### src/rtl/ima_pkg.sv
package ima_pkg;

    // Field widths of the stream and configuration beats
    localparam int IDX_W   = 3;
    localparam int DIM_W   = 4;
    localparam int VALUE_W = 32;

    // Index width carried down the cell chain (covers the largest array size)
    localparam int TOK_IDX_W = 6;

    // Opcodes on s_axis_tuser
    localparam logic [1:0] OP_LOAD_A = 2'd0;
    localparam logic [1:0] OP_LOAD_B = 2'd1;
    localparam logic [1:0] OP_MULT   = 2'd2;

    // Configuration register indexes
    localparam logic [1:0] REG_ROWS_A = 2'd0;
    localparam logic [1:0] REG_COLS_A = 2'd1;
    localparam logic [1:0] REG_ROWS_B = 2'd2;
    localparam logic [1:0] REG_COLS_B = 2'd3;

    // Element load broadcast to every cell
    typedef struct packed {
        logic               we_a;
        logic               we_b;
        logic [IDX_W-1:0]   row;
        logic [IDX_W-1:0]   col;
        logic [VALUE_W-1:0] value;
    } wr_t;

    // Work token handed from cell to cell: one product element
    typedef struct packed {
        logic                 valid;
        logic                 last;
        logic [TOK_IDX_W-1:0] row;
        logic [TOK_IDX_W-1:0] col;
    } tok_t;

endpackage

### src/rtl/ima_ram.sv
module ima_ram #(
    parameter int WIDTH = 32,
    parameter int DEPTH = 8
) (
    input  logic                                  clk,
    input  logic                                  we,
    input  logic [(DEPTH > 1 ? $clog2(DEPTH) : 1)-1:0] waddr,
    input  logic [WIDTH-1:0]                      wdata,
    input  logic                                  re,
    input  logic [(DEPTH > 1 ? $clog2(DEPTH) : 1)-1:0] raddr,
    output logic [WIDTH-1:0]                      rdata
);

    logic [WIDTH-1:0] mem_reg [DEPTH];
    logic [WIDTH-1:0] rdata_reg;

    // One write port, one registered read port
    always_ff @(posedge clk)
    begin
        if (we)
        begin
            mem_reg[waddr] <= wdata;
        end
        if (re)
        begin
            rdata_reg <= mem_reg[raddr];
        end
    end

    assign rdata = rdata_reg;

endmodule

### src/rtl/ima_cell.sv
module ima_cell #(
    parameter int MAX_DIM = 8,
    parameter int K       = 0
) (
    input  logic                        clk,
    input  logic                        rst_n,
    input  logic                        adv,
    input  logic                        active,
    input  ima_pkg::wr_t                wr,
    input  ima_pkg::tok_t               tok_in,
    output ima_pkg::tok_t               tok_out,
    input  logic [ima_pkg::VALUE_W-1:0] sum_in,
    output logic [ima_pkg::VALUE_W-1:0] sum_out
);

    localparam int AW = (MAX_DIM > 1) ? $clog2(MAX_DIM) : 1;

    ima_pkg::tok_t               tok_reg;
    logic [ima_pkg::VALUE_W-1:0] a_rd;
    logic [ima_pkg::VALUE_W-1:0] b_rd;
    logic [ima_pkg::VALUE_W-1:0] prod_reg;
    logic [ima_pkg::VALUE_W-1:0] sum_reg;
    logic                        we_a;
    logic                        we_b;

    // This cell keeps column K of A and row K of B
    assign we_a = wr.we_a && (32'(wr.col) == 32'(K));
    assign we_b = wr.we_b && (32'(wr.row) == 32'(K));

    ima_ram #(
        .WIDTH (ima_pkg::VALUE_W),
        .DEPTH (MAX_DIM)
    ) u_col_a (
        .clk   (clk),
        .we    (we_a),
        .waddr (AW'(wr.row)),
        .wdata (wr.value),
        .re    (adv),
        .raddr (AW'(tok_in.row)),
        .rdata (a_rd)
    );

    ima_ram #(
        .WIDTH (ima_pkg::VALUE_W),
        .DEPTH (MAX_DIM)
    ) u_row_b (
        .clk   (clk),
        .we    (we_b),
        .waddr (AW'(wr.col)),
        .wdata (wr.value),
        .re    (adv),
        .raddr (AW'(tok_in.col)),
        .rdata (b_rd)
    );

    // Token is registered here before it moves on to the next cell; it holds while adv is low
    always_ff @(posedge clk or negedge rst_n)
    begin
        if (!rst_n)
        begin
            tok_reg <= '0;
        end
        else if (adv)
        begin
            tok_reg <= tok_in;
        end
    end

    // Multiply, then add onto the partial sum arriving from the left
    always_ff @(posedge clk)
    begin
        if (adv)
        begin
            prod_reg <= active ? a_rd * b_rd : '0;
            sum_reg  <= sum_in + prod_reg;
        end
    end

    assign tok_out = tok_reg;
    assign sum_out = sum_reg;

endmodule

### config.mk
export PLATFORM = sky130hd
export DESIGN_NAME = ima_cell
export DESIGN_NICKNAME = d
export VERILOG_FILES = /design/src/rtl/ima_pkg.sv /design/src/rtl/ima_ram.sv /design/src/rtl/ima_cell.sv
export SDC_FILE = /design/constraint.sdc
export NUM_CORES = 2
export LEC_CHECK = 0
export BUFFER_PORTS_ARGS = -buffer_cell sky130_fd_sc_hd__buf_2
export CORE_UTILIZATION = 64
export DETAILED_ROUTE_END_ITERATION = 8
export HOLD_SLACK_MARGIN = 0.03
export PLACE_DENSITY = 0.82
export SYNTH_ARGS = -nofsm -noshare
export SYNTH_HDL_FRONTEND = slang
export SYNTH_HIERARCHICAL = 1
export SYNTH_SLANG_ARGS = --single-unit
### constraint.sdc
create_clock -name clk -period 10.1 [get_ports clk]
set_input_delay 1.515 -clock clk [delete_from_list [all_inputs] [get_ports clk]]
set_output_delay 1.515 -clock clk [all_outputs]
set_load 0.05 [all_outputs]
==> results.sh <==
export IMPL_setup_violations=0
export IMPL_viasPerCell=6.17
export IMPL_drt_initial_drc_count=2219
export IMPL_syn_to_final_growth_pct=8.72
export IMPL_fmax_mhz=130
export IMPL_drive_above_1_share_pct=13.5
export IMPL_ys_warn_count=6
export IMPL_crit_path_frequent_cell="fa_1"
export IMPL_synth_top_family_by_area="adder cells"
export IMPL_die_area_um2=65700
export IMPL_synth_xor_xnor_area_share_pct=2.09
export IMPL_ys_types=62
export IMPL_crit_family="adder cells"
export IMPL_overflow=0
export IMPL_syn_inst=2928
export IMPL_fill_cells=4025
export IMPL_synth_compound_area_share_pct=2.67
export IMPL_place_ws_ns=2.37
export IMPL_die_x_um=256
export IMPL_max_cap_violations=0
export IMPL_vias=24300
export IMPL_postCtsSetupBuffers=0
export IMPL_finalCritPeriodShare_pct=76.0
export IMPL_cts_tree="yes"
export IMPL_cts_sinks=654
export IMPL_grt_max_degree=83
export IMPL_dieHeight_um=256
export IMPL_grt_pass1_wl_mm=152
export IMPL_synth_area_um2=41400
export IMPL_yosys_most_used_dff="edfxtp_1"
export IMPL_cts_buffers=67
export IMPL_syn_avg_cell_area_um2=14.1
export IMPL_seq_area_frac_synth_pct=47.3
export IMPL_row_count=92
export IMPL_layout_min_cycle_time_ns=7.67
export IMPL_required_ns=10.44
export IMPL_fin_ws_ns=2.43
export IMPL_core_area_um2=63500
export IMPL_synthArstFlopShare_pct=2.14
export IMPL_grt_pass1_vias=26300
export IMPL_syn_nets=3581
export IMPL_yosys_register_bits=654
export IMPL_rsz0062_at_grt="no"
export IMPL_hold_viol=0
export IMPL_post_cts_resized=0
export IMPL_synth_top_cell_by_area="edfxtp_1"
export IMPL_clkTransAtPathRegs_ns=0.06
export IMPL_max_slew_margin_pct=18.6
export IMPL_place_congestion=0.900
export IMPL_dp_hpwl_mm=62.4
export IMPL_drtPass1Iterations=5
export IMPL_cts_hold_buf=0
export IMPL_grt_usage_pct=31.0
export IMPL_ys_top_cells_by_count="edfxtp_1 (640), fa_1 (409), inv_1 (407)"
export IMPL_clock_latency_ns=0.63
export IMPL_synth_edf_count=640
export IMPL_path_class="register to register"
export IMPL_synth_simple_area_share_pct=8.56
export IMPL_outcome="finished, final reports clean"
export IMPL_end_kind="register"
export IMPL_cp_start_kind="register"
export IMPL_fin_tns_setup_ns=0
export IMPL_synth_top_area_share_pct=46.4
export IMPL_antenna_found_initial=1
export IMPL_yosys_area_share_adder_pct=24.4
export IMPL_routedWlPerCell_um=25.2
export IMPL_antenna_cells=0
export IMPL_nets=3688
export IMPL_clockRootBuffer="clkbuf_16"
export IMPL_yosys_top_cells_area="edfxtp_1 (46%), fa_1 (20%), mux4_1 (5.1%)"
export IMPL_htree_levels=3
export IMPL_synthMuxAreaShare_pct=9.81
export IMPL_wirelength_mm=99.0
export IMPL_portBuffers=135
export IMPL_yosysMostFrequentCell="edfxtp_1"
export IMPL_hold_path_class="register to register"
export IMPL_drc_errors=0
export IMPL_skew_ns=0.0340
export IMPL_cp_slowest_stage_delay_ns=1.07
export IMPL_cts_buffer_depth=3
export IMPL_drv_slew=0
export IMPL_ant_nets=0
export IMPL_crit_buf_inv=5
export IMPL_max_slew_worst_pin_slew_ns=1.22
export IMPL_worstPathArrival_ns=8.02
export IMPL_critPathMaxFanout=24
export IMPL_num_io_pins=136
export IMPL_cpMaxStageDelayCell="edfxtp_1"
export IMPL_start_util_pct=65.2
export IMPL_critical_path_cell_chain="nand2_1, fa_1, inv_1, fa_1, fa_1, inv_1, fa_1, inv_1, fa_1, inv_1, fa_1, inv_1, fa_1, fa_1, ha_1, and4_1, and3_1, a21boi_0, o21bai_1, o211a_1, nor4_1, o21ai_0, xnor2_1, nor2_1"
-- cell type report --
cell class / count / area, µm² / area share (%)
Clock inverter: 44 / 413 / 0.917
Clock buffer: 77 / 1710 / 3.81
Inverter: 407 / 1530 / 3.39
Tap cell: 846 / 1060 / 2.35
Multi-Input combinational cell: 1738 / 19800 / 44.0
Sequential cell: 654 / 19600 / 43.5
Timing Repair Buffer: 167 / 927 / 2.06
-- kinds of logic (layout without fill, tap and decap cells) --
logic type | after synthesis | count (layout)
AND/OR/NAND/NOR | 706 | 706
flip-flops | 654 | 654
adder cells (fa/ha/maj) | 563 | 563
buffers and inverters | 536 | 695
multiplexers | 206 | 206
AO/OA/AOI/OAI | 164 | 164
XOR/XNOR | 99 | 99
-- metrics by stage --
step	hold slack, ns	instances	cell area, µm²	util (%)
finish	0.503	3933	45000	70.8
global route	0.511	3933	45000	70.8
CTS	0.507	3933	45000	70.8
detailed placement	0.491	3812	42900	67.5
global placement	0.487	3812	42900	67.5
floorplan	0.513	2928	41400	-
-- final timing paths --
kind,startpoint,slack [ns],endpoint,cells after the start
max,u_col_a/rdata[8]$_DFFE_PP_,2.43,prod_reg[31]$_SDFFCE_PN0P_,24
max in group asynchronous,rst_n,9.07,tok_out[5]$_DFFE_PN0P_,1
min,tok_out[2]$_DFFE_PN0P_,0.50,tok_out[2]$_DFFE_PN0P_,1
min in group asynchronous,rst_n,0.79,tok_out[2]$_DFFE_PN0P_,1
min reg2reg,tok_out[2]$_DFFE_PN0P_,0.50,tok_out[2]$_DFFE_PN0P_,1
max reg2reg,u_col_a/rdata[8]$_DFFE_PP_,2.43,prod_reg[31]$_SDFFCE_PN0P_,24
-- metal layers --
layer,part of all wire [%],global-route usage (%),routed length [µm]
met1,38,41.0,37900
met2,50,52.3,49600
met3,7.9,4.91,7840
met4,3.7,12.1,3700
met5,0.011,0,11
-- placed cells by master, fill, tap and decap left out, drive strengths merged, types with 34 or more instances in the layout --
| cell type | count |
|---|---|
| xnor2 | 76 |
| nand2 | 295 |
| mux2 | 78 |
| mux4 | 128 |
| a21oi | 44 |
| clkinv | 34 |
| and2 | 278 |
| o21ai | 38 |
| nor2 | 55 |
| clkbuf | 77 |
| buf | 167 |
| inv | 409 |
| edfxtp | 640 |
| fa | 409 |
| ha | 154 |
Power is not shown: default switching activity piles up to over one toggle a cycle in this logic, so the estimate is an artifact.
